==> src/design/dfe_pkg.sv <==
package dfe_pkg;

   localparam int MAX_PATTERN  = 8;
   localparam int FRAME_BYTES  = 18;
   localparam int WINDOW_DEPTH = FRAME_BYTES + MAX_PATTERN;
   localparam int WORD_COUNT   = FRAME_BYTES / 2;
   localparam int COUNT_W      = 5;
   localparam int LEN_W        = 4;
   localparam int LANE_W       = $clog2(MAX_PATTERN);

   localparam logic [COUNT_W-1:0] COUNT_MAX = 5'd31;

   typedef logic [WINDOW_DEPTH-1:0][7:0] window_type;
   typedef logic [WORD_COUNT-1:0][15:0]  words_type;
   typedef logic [COUNT_W-1:0]           count_type;

   typedef enum logic [1:0] {
      REG_PATTERN_BYTES = 2'd0,
      REG_PATTERN_LEN   = 2'd1,
      REG_BIG_ENDIAN    = 2'd2
   } reg_index_type;

   // Live configuration; len is already clamped to 1..MAX_PATTERN
   typedef struct packed {
      logic [63:0]      pattern;
      logic [LEN_W-1:0] len;
      logic             big_endian;
   } cfg_type;

   typedef struct packed {
      logic delim;
      logic emit;
   } match_type;

endpackage

==> src/design/dfe_csr.sv <==
module dfe_csr (
   input  logic              clock,
   input  logic              reset,
   input  logic              psel,
   input  logic              penable,
   input  logic              pwrite,
   input  logic [4:0]        paddr,
   input  logic [63:0]       pwdata,
   output logic [63:0]       prdata,
   output logic              pready,
   output dfe_pkg::cfg_type  cfg
);

   logic [63:0]               pattern_ff;
   logic [dfe_pkg::LEN_W-1:0] len_ff;
   logic                      big_endian_ff;
   logic                      wr_en;
   dfe_pkg::reg_index_type    index;

   assign pready = 1'b1;
   assign wr_en  = psel && penable && pwrite;
   assign index  = dfe_pkg::reg_index_type'(paddr[4:3]);

   always_ff @(posedge clock) begin
      if (reset) begin
         pattern_ff    <= 64'd0;
         len_ff        <= 4'd1;
         big_endian_ff <= 1'b0;
      end else if (wr_en) begin
         case (index)
            dfe_pkg::REG_PATTERN_BYTES: pattern_ff    <= pwdata;
            dfe_pkg::REG_PATTERN_LEN:   len_ff        <= pwdata[3:0];
            dfe_pkg::REG_BIG_ENDIAN:    big_endian_ff <= pwdata[0];
            default: ;
         endcase
      end
   end

   always_comb begin
      case (index)
         dfe_pkg::REG_PATTERN_BYTES: prdata = pattern_ff;
         dfe_pkg::REG_PATTERN_LEN:   prdata = {60'd0, len_ff};
         dfe_pkg::REG_BIG_ENDIAN:    prdata = {63'd0, big_endian_ff};
         default:                    prdata = 64'd0;
      endcase
   end

   // clamp length: zero acts as one, beyond the window limit saturates
   always_comb begin
      cfg.pattern    = pattern_ff;
      cfg.big_endian = big_endian_ff;
      if (len_ff == 4'd0) begin
         cfg.len = 4'd1;
      end else if (len_ff > 4'(dfe_pkg::MAX_PATTERN)) begin
         cfg.len = 4'(dfe_pkg::MAX_PATTERN);
      end else begin
         cfg.len = len_ff;
      end
   end

endmodule

==> src/design/dfe_window.sv <==
module dfe_window (
   input  logic                clock,
   input  logic                reset,
   input  logic                accept,
   input  logic                pop,
   input  logic                delim,
   input  logic [7:0]          in_byte,
   output dfe_pkg::window_type win,
   output dfe_pkg::count_type  count,
   output logic                busy
);

   dfe_pkg::window_type win_ff;
   dfe_pkg::count_type  count_ff;
   dfe_pkg::count_type  base;
   logic                busy_ff;

   assign win   = win_ff;
   assign count = count_ff;
   assign busy  = busy_ff;

   // drop the count to zero once the held item turns out to close a delimiter
   assign base = (pop && delim) ? '0 : count_ff;

   always_ff @(posedge clock) begin
      if (reset) begin
         win_ff   <= '0;
         count_ff <= '0;
         busy_ff  <= 1'b0;
      end else if (accept) begin
         win_ff   <= {win_ff[dfe_pkg::WINDOW_DEPTH-2:0], in_byte};
         count_ff <= (base == dfe_pkg::COUNT_MAX) ? base : base + 5'd1;
         busy_ff  <= 1'b1;
      end else if (pop) begin
         count_ff <= base;
         busy_ff  <= 1'b0;
      end
   end

endmodule

==> src/design/dfe_match.sv <==
module dfe_match (
   input  dfe_pkg::cfg_type    cfg,
   input  dfe_pkg::window_type win,
   input  dfe_pkg::count_type  count,
   output dfe_pkg::match_type  status,
   output dfe_pkg::words_type  words
);

   logic [dfe_pkg::MAX_PATTERN-1:0] lane_hit;
   logic [dfe_pkg::LEN_W-1:0]       len_m1;
   logic [dfe_pkg::LANE_W-1:0]      lane;
   logic                            count_ok;
   logic                            long_enough;
   dfe_pkg::window_type             shifted;
   logic [7:0]                      first;
   logic [7:0]                      second;

   // one lane per candidate length, newest byte at index 0
   always_comb begin
      lane_hit = '1;
      for (int l = 1; l <= dfe_pkg::MAX_PATTERN; l++) begin
         for (int i = 0; i < l; i++) begin
            if (win[l-1-i] != cfg.pattern[8*i +: 8]) begin
               lane_hit[l-1] = 1'b0;
            end
         end
      end
   end

   assign len_m1      = cfg.len - 4'd1;
   assign lane        = len_m1[dfe_pkg::LANE_W-1:0];
   assign count_ok    = count >= {1'b0, cfg.len};
   assign long_enough = count >= ({1'b0, cfg.len} + 5'(dfe_pkg::FRAME_BYTES));

   assign status.delim = count_ok && lane_hit[lane];
   assign status.emit  = status.delim && long_enough;

   // skip the delimiter bytes, the frame then sits at the bottom
   assign shifted = win >> {cfg.len, 3'b000};

   always_comb begin
      first  = 8'd0;
      second = 8'd0;
      for (int k = 0; k < dfe_pkg::WORD_COUNT; k++) begin
         first  = shifted[dfe_pkg::FRAME_BYTES-1-2*k];
         second = shifted[dfe_pkg::FRAME_BYTES-2-2*k];
         words[k] = cfg.big_endian ? {first, second} : {second, first};
      end
   end

endmodule

==> src/design/delimited_frame_extractor.sv <==
// Delimiter-based deframer for a sensor byte stream. Bytes enter on the req_ channel
// (valid/stall) one per cycle, and one item may be accepted every cycle while req_stall
// is low; each byte is registered in the window stage, where a parallel compare of the
// newest pattern_len bytes against the configured delimiter decides the match.
// A delimiter that does not overlap the previous one and has at least 18 bytes
// before it yields one rsp_ item of nine signed 16-bit words, built from the 18
// bytes just before the delimiter (word0 from the oldest pair). The last
// delimiter byte is registered in the window stage, and its frame then loads into the
// result register, which drives rsp_valid. The only backpressure comes
// from the result register: a byte completing a frame is held while the previous
// frame is still stalled on the output. Registers sit on an APB port at byte
// addresses 0 (pattern_bytes, 64 bits, first delimiter byte in bits 7:0), 8
// (pattern_len, zero acts as 1, values above 8 act as 8) and 16 (big_endian);
// write them only while the block is idle.
module delimited_frame_extractor (
   input  logic               clock,
   input  logic               reset,
   input  logic               req_valid,
   output logic               req_stall,
   input  logic [7:0]         req_in_byte,
   output logic               rsp_valid,
   input  logic               rsp_stall,
   output logic signed [15:0] rsp_word0,
   output logic signed [15:0] rsp_word1,
   output logic signed [15:0] rsp_word2,
   output logic signed [15:0] rsp_word3,
   output logic signed [15:0] rsp_word4,
   output logic signed [15:0] rsp_word5,
   output logic signed [15:0] rsp_word6,
   output logic signed [15:0] rsp_word7,
   output logic signed [15:0] rsp_word8,
   input  logic               psel,
   input  logic               penable,
   input  logic               pwrite,
   input  logic [4:0]         paddr,
   input  logic [63:0]        pwdata,
   output logic [63:0]        prdata,
   output logic               pready
);

   dfe_pkg::cfg_type    cfg;
   dfe_pkg::window_type win;
   dfe_pkg::count_type  count;
   dfe_pkg::match_type  status;
   dfe_pkg::words_type  words;
   dfe_pkg::words_type  words_ff;
   logic                busy;
   logic                out_free;
   logic                pop;
   logic                accept;
   logic                rsp_valid_ff;

   dfe_csr u_csr (
      .clock   (clock),
      .reset   (reset),
      .psel    (psel),
      .penable (penable),
      .pwrite  (pwrite),
      .paddr   (paddr),
      .pwdata  (pwdata),
      .prdata  (prdata),
      .pready  (pready),
      .cfg     (cfg)
   );

   // Window stage: holds the byte just taken, the shifted window and the count.
   dfe_window u_window (
      .clock   (clock),
      .reset   (reset),
      .accept  (accept),
      .pop     (pop),
      .delim   (status.delim),
      .in_byte (req_in_byte),
      .win     (win),
      .count   (count),
      .busy    (busy)
   );

   // Compare and frame extraction on the registered window.
   dfe_match u_match (
      .cfg    (cfg),
      .win    (win),
      .count  (count),
      .status (status),
      .words  (words)
   );

   // The result register can take a new frame when empty or being drained.
   assign out_free = !rsp_valid_ff || !rsp_stall;

   // The held byte leaves the window stage unless it carries a frame with
   // nowhere to go; a byte without a frame never waits.
   assign pop       = busy && (!status.emit || out_free);
   assign req_stall = busy && status.emit && !out_free;
   assign accept    = req_valid && !req_stall;

   always_ff @(posedge clock) begin
      if (reset) begin
         rsp_valid_ff <= 1'b0;
      end else if (pop && status.emit) begin
         rsp_valid_ff <= 1'b1;
      end else if (!rsp_stall) begin
         rsp_valid_ff <= 1'b0;
      end
   end

   // Payload: load a frame, otherwise hold.
   always_ff @(posedge clock) begin
      if (pop && status.emit) begin
         words_ff <= words;
      end
   end

   assign rsp_valid = rsp_valid_ff;
   assign rsp_word0 = $signed(words_ff[0]);
   assign rsp_word1 = $signed(words_ff[1]);
   assign rsp_word2 = $signed(words_ff[2]);
   assign rsp_word3 = $signed(words_ff[3]);
   assign rsp_word4 = $signed(words_ff[4]);
   assign rsp_word5 = $signed(words_ff[5]);
   assign rsp_word6 = $signed(words_ff[6]);
   assign rsp_word7 = $signed(words_ff[7]);
   assign rsp_word8 = $signed(words_ff[8]);

endmodule

==> config.mk <==
export PLATFORM = sky130hd
export DESIGN_NAME = delimited_frame_extractor
export DESIGN_NICKNAME = d
export VERILOG_FILES = /design/src/design/dfe_pkg.sv /design/src/design/dfe_csr.sv /design/src/design/dfe_window.sv /design/src/design/dfe_match.sv /design/src/design/delimited_frame_extractor.sv
export SDC_FILE = /design/constraint.sdc
export NUM_CORES = 1
export LEC_CHECK = 0
export BUFFER_PORTS_ARGS = -buffer_cell sky130_fd_sc_hd__buf_2
export CELL_PAD_IN_SITES_DETAIL_PLACEMENT = 0
export CELL_PAD_IN_SITES_GLOBAL_PLACEMENT = 2
export CORE_ASPECT_RATIO = 0.75
export CORE_MARGIN = 2
export CORE_UTILIZATION = 40
export CTS_BUF_LIST = sky130_fd_sc_hd__clkbuf_8 sky130_fd_sc_hd__clkbuf_16
export CTS_CLUSTER_DIAMETER = 30
export DETAILED_ROUTE_END_ITERATION = 8
export GPL_TIMING_DRIVEN = 1
export PLACE_DENSITY = 0.9
export SLEW_MARGIN = 20
export SYNTH_ARGS = -nofsm -noshare
export SYNTH_HDL_FRONTEND = slang
export SYNTH_SLANG_ARGS = --single-unit
==> constraint.sdc <==
create_clock -name clock -period 19.7 [get_ports clock]
set_input_delay 1.97 -clock clock [delete_from_list [all_inputs] [get_ports clock]]
set_output_delay 1.97 -clock clock [all_outputs]
set_load 0.1 [all_outputs]
==> impl_metrics.tcl, run 1 <==
set metrics [dict create \
    via_count 23400 \
    syn_area_mm2 0.0273 \
    synth_top_area_frac 0.216 \
    power.total_mw 2.75 \
    holdBufCountCts 0 \
    synth_seq_area_share 0.367 \
    p_sw_mw 0.688 \
    cts_max_level 3 \
    crit_path_start_kind "register" \
    start_util 0.406 \
    dp_hpwl_um 73000 \
    cts-resized-gates 0 \
    relSlewSlack 0.153 \
    hp-class "register to register" \
    report.final.setup_viol 0 \
    critPathMaxStageDelay_ns 1.00 \
    synth_warnings 0 \
    ctsRootBufferMaster "clkbuf_16" \
    max-cap-violations 0 \
    p_comb_frac 0.058 \
    finalInstanceArea_mm2 0.0323 \
    post_cts_buffers 0 \
    cp_cell_sequence "clkinv_2, o21a_4, buf_4, nor3_1, nand4_1, nor4_1, o211ai_1, nor2_1, buf_2" \
    cts_tree "built" \
    hold_viol_final 0 \
    power.leakage_nw 12.7 \
    worst_slew_pin_slew_ns 1.26 \
    grt_pass1_wl_um 149000 \
    cts_buffers 92 \
    mostFrequentLayoutCells "589 x mux2i_1, 578 x nand2_1, 290 x buf_2" \
    routed_wl_um 102000 \
    finalClockSkew_ns 0.0305 \
    clk_latency_ns 0.65 \
    r2r_start "u_csr.len_ff[3]" \
    fillers 6395 \
    dr.pass1.iters 6 \
    hold_slack_ns 0.460 \
    power_frac_seq 0.340 \
    p_int_mw 2.06 \
    synth_cells 2956 \
    synth-edff-count 144 \
    postLayoutCoreUtil 0.482 \
    crit_start "u_csr.len_ff[3]" \
    ir_worst_vdd_uv 60.3 \
    cp.required_ns 17.73 \
    synth_ff_type "dfxtp_1" \
    via_per_inst 5.77 \
    drive_above_1_share 0.208 \
    cp-endpoint "req_stall" \
    die_x_um 305 \
    clock-sinks 428 \
    ys_types 53 \
    rsz0062_at_grt "false" \
    final_common_cell "mux2i_1" \
    portBuffers 290 \
    drc 0 \
    synth_area_leaders "mux2i_1 22%, dfxtp_1 21%, edfxtp_1 16%" \
    fin_crit_ns 7.54 \
    dr.first_iter.drc_count 2566 \
    r2r_end "rsp_word8[10]" \
    dieArea_mm2 0.0703 \
    grt_max_degree 139 \
    syn_avg_cell_area_um2 9.22 \
    path_clk_slew_ns 0.05 \
    grt_antenna_before_repair 1 \
    end_kind "output port" \
    finalCritPeriodShare 0.383 \
    cp_max_fo 105 \
    syn2layout_area_growth_pct 18.6 \
    fin_nets 3188 \
    avgRoutedWirePerCell_um 25.1 \
    gr-total-overflow 0 \
    r2r_slack_ns 12.79 \
    synth_nets 3051 \
    postRouteAntennaNets 0 \
    fp-row-count 82 \
    synth_seq_cells 428 \
    clkPwrFrac 0.602 \
    yosysTopAreaCell "mux2i_1" \
    gp_congestion 0.964 \
    ios 295 \
    core_area_mm2 0.0671 \
    reg2reg_depth 11 \
    crit_type "register to output port" \
    power.density_mw_per_mm2 85.0 \
    tns_ns 0 \
    final_max_slew_viol_count 0 \
    fmax_mhz 133 \
    crit_slowest_cell "dfxtp_4" \
    switching_share 0.250 \
    status "completed" \
    cts_buffer_depth 3 \
    dpl-instance-area_mm2 0.0290 \
    crit_arrival_ns 5.57 \
    synth_async_sr_flop_share 0 \
    grt_pass1_vias 22300 \
    grtUsageTotal 0.281 \
    die_y_um 230 \
]
## Yosys cell counts (all sizes together), types with 3 or more instances
library cell  instances
ha                   11
mux2i               589
o211ai                4
nor4                 23
o21ai               120
clkbuf              189
o22ai                 6
a2111oi               4
mux2                125
and2                 63
edfxtp              144
clkinv                3
mux4                  9
inv                  11
nand4                67
a211oi               16
nand2               578
nand3                14
xor2                 51
xnor2               240
and3                 37
dfxtp               284
o21a                  3
a21o                  3
a31oi                 8
nor3                  9
nor2                 41
o21bai                3
buf                 106
a311oi                7
a221oi               21
a21oi               148
## sequential cells by signal, indices dropped and copies added, names as in the netlist, 4 cells and up
signal	flops
u_window.win	208
u_csr.pattern_ff	64
rsp_word0	16
rsp_word1	16
rsp_word2	16
rsp_word3	16
rsp_word4	16
rsp_word5	16
rsp_word6	16
rsp_word7	16
rsp_word8	16
u_window.count	5
u_csr.len_ff	4
## worst min-delay path by stage
stage               slack, ns         startpoint  cells after the start           endpoint
floorplan                0.43  u_window.win[204]                      2  u_window.win[204]
global route             0.48  u_window.win[205]                      2  u_window.win[205]
finish                   0.46  u_window.win[206]                      2  u_window.win[206]
global placement         0.44  u_window.win[200]                      2  u_window.win[200]
CTS                      0.46  u_window.win[200]                      2  u_window.win[200]
detailed placement       0.45  u_window.win[200]                      2  u_window.win[200]
## per-layer routing
metal	global-route usage	wire length, um	vias up
met3	0.0558	8540	159
met2	0.401	42100	989
met5	0	0	-
met4	0.0691	2100	0
met1	0.428	48900	11600
li1	-	-	10700
## area by class of cell
type / count / area (um2) / share of cell area
inverters: 14 / 73.8 / 0.00228
multi-input cells: 2219 / 15900 / 0.493
flip-flops and latches: 428 / 10000 / 0.310
diodes: 2 / 5.00 / 0.000155
repair buffers: 338 / 1820 / 0.0564
clock buffers: 98 / 2400 / 0.0741
clock inverters: 74 / 953 / 0.0295
well taps: 882 / 1100 / 0.0341
## through the flow
| step | worst slack (ns) | std cells |
|---|---|---|
| 6_report | 12.16 | 4055 |
| 5_1_grt | 12.03 | 4053 |
| 4_1_cts | 12.33 | 4053 |
| 3_5_place_dp | 12.91 | 3881 |
| 3_3_place_gp | 13.04 | 3881 |
| 2_1_floorplan | 9.85 | 2956 |
## critical path: cells and delay by family, from the launching register on
family / cells / cell delay (ns)
AND/OR/NAND/NOR: 4 / 1.66
buffers and inverters: 3 / 1.49
flip-flops: 1 / 1.00
AO/OA/AOI/OAI: 2 / 0.72
## power groups by stage
stage / combinational [mW] / sequential, mW / clock [mW]
2_1_floorplan: 0.112 / 0.947 / 0
3_3_place_gp: 0.155 / 0.950 / 0
3_5_place_dp: 0.156 / 0.950 / 0
4_1_cts: 0.157 / 0.932 / 1.68
5_1_grt: 0.170 / 0.933 / 1.72
6_report: 0.159 / 0.933 / 1.65
## cells by family (layout without fill, tap and decap cells)
kind of cell / after synthesis / count (layout) / synth area share
XOR/XNOR: 291 / 291 / 0.0935
AO/OA/AOI/OAI: 352 / 352 / 0.0741
multiplexers: 723 / 723 / 0.275
other: 2 / 4 / 0.000276
flip-flops: 428 / 428 / 0.367
buffers and inverters: 309 / 524 / 0.0493
AND/OR/NAND/NOR: 840 / 840 / 0.135
adder cells (fa/ha/maj): 11 / 11 / 0.00505
No activity file was read; power rests on OpenSTA's default activity.
==> inputs of run 2 (changes only) <==
CORE_UTILIZATION = 38   (was 40)
PLACE_DENSITY = 0.86   (was 0.9)
clock period = 7.5 ns   (was 19.7 ns; I/O delays follow)
==> run 2 against run 1 <==
Non-clock buffer count is 3 higher. Cell count is 2.2% higher. Combinational power grew to 2.7 times the previous value. Global-route usage is 0.58 points lower. Setup slack worse by 10 ns. Clock skew is 0.022 ns higher. Power grew to 2.7 times the previous value. Critical path depth is 1 lower. Register-to-register slack worse by 11 ns. Critical endpoint unchanged. Largest cell class unchanged. Largest power group unchanged.
==> impl_metrics.tcl, run 2 (synthesis gave the netlist of run 1 again) <==
set metrics [dict create \
    grt_pass1_wl_um 151000 \
    rsz0062_at_grt "false" \
    portBuffers 290 \
    cts_buffers 99 \
    via_count 23300 \
    relSlewSlack 0.198 \
    fp-row-count 85 \
    cp_max_fo 10 \
    hold_viol_final 0 \
    final_common_cell "mux2i_1" \
    via_per_inst 5.63 \
    ios 295 \
    power.density_mw_per_mm2 229 \
    dr.pass1.iters 6 \
    clock-sinks 428 \
    clk_latency_ns 0.67 \
    post_cts_buffers 0 \
    ctsRootBufferMaster "clkbuf_16" \
    path_clk_slew_ns 0.05 \
    finalClockSkew_ns 0.0523 \
    cts_max_level 3 \
    cts-resized-gates 0 \
    grtUsageTotal 0.275 \
    crit_path_start_kind "register" \
    cts_buffer_depth 3 \
    syn2layout_area_growth_pct 20.2 \
    grt_antenna_before_repair 1 \
    dieArea_mm2 0.0739 \
    r2r_slack_ns 2.24 \
    cp.required_ns 6.75 \
    fillers 6864 \
    end_kind "output port" \
    dp_hpwl_um 75200 \
    power.leakage_nw 12.9 \
    avgRoutedWirePerCell_um 25.2 \
    tns_ns 0 \
    status "completed" \
    holdBufCountCts 0 \
    dr.first_iter.drc_count 2462 \
    hold_depth 3 \
    mostFrequentLayoutCells "589 x mux2i_1, 578 x nand2_1, 290 x buf_2" \
    placed_cells 3959 \
    ff_latch_area_mm2 0.0100 \
    fin_crit_ns 5.37 \
    final_max_slew_viol_count 0 \
    final_cells 4146 \
    postRouteAntennaNets 0 \
    core_area_mm2 0.0714 \
    crit_type "register to output port" \
    die_x_um 313 \
    hp-class "primary input to register" \
    die_y_um 236 \
    routed_wl_um 104000 \
    drive_above_1_share 0.210 \
    finalCritPeriodShare 0.716 \
    multi_input_area_mm2 0.0159 \
    fmax_mhz 186 \
    worst_slew_pin_slew_ns 1.19 \
    drc 0 \
    gp_congestion 0.986 \
    max-cap-violations 0 \
    reg2reg_depth 9 \
    start_util 0.382 \
    grt_max_degree 255 \
    gr-total-overflow 0 \
    largest_register_ffs 208 \
    grt_pass1_vias 22400 \
    crit_arrival_ns 4.62 \
    cts_tree "built" \
    report.final.setup_viol 0 \
    fin_nets 3198 \
    power.total_mw 7.48 \
    ir_worst_vdd_uv 188 \
]
[run 2: final cells by class]
| class | count | area share |
|---|---|---|
| multi-input combinational | 2219 | 0.487 |
| sequential | 428 | 0.306 |
| clock buffer | 106 | 0.0796 |
| timing repair buffer | 341 | 0.0579 |
| tap | 957 | 0.0366 |
| clock inverter | 80 | 0.0306 |
| inverter | 14 | 0.00233 |
| antenna | 1 | 0.0000764 |
[run 2: through the flow]
step / setup slack, ns / util / hold WS (ns) / area [um2]
4_1_cts: 2.17 / 0.459 / 0.291 / 32700
3_3_place_gp: 2.46 / 0.408 / 0.442 / 29100
2_1_floorplan: 0.0347 / - / 0.435 / 27300
3_5_place_dp: 2.31 / 0.408 / 0.451 / 29100
5_1_grt: 1.87 / 0.459 / 0.316 / 32700
6_report: 2.13 / 0.459 / 0.323 / 32700
[run 2: worst paths after layout]
path | start | endpoint
worst min-delay path | pwdata[45] | u_csr.pattern_ff[45]
worst min register to register | u_window.win[200] | u_window.win[200]
worst max-delay path | u_window.win[5] | req_stall
worst max register to register | u_window.win[5] | rsp_word7[10]
[run 2: worst max-delay path: stages, from the launching register on]
cell      delay (ns)
dfxtp_1         0.95
xor2_1          0.14
nor4_1          0.38
nand4_1         0.24
nor4_1          0.95
a311o_1         0.34
o211ai_1        0.24
nor2_1          0.22
buf_2           0.47
[run 2: metal layers]
layer | track usage | part of all wire | up-vias
met3 | 0.0920 | 0.099 | 124
li1 | - | - | 10700
met2 | 0.383 | 0.41 | 959
met1 | 0.407 | 0.47 | 11500
met4 | 0.0596 | 0.019 | 0
met5 | 0 | 0 | -
[run 2: where the power goes]
group,switching [mW],internal (mW),leakage (nW)
combinational,0.272,0.153,7.54
sequential,0.0465,2.41,3.57
clock,1.51,3.10,1.79
total,1.83,5.66,12.9
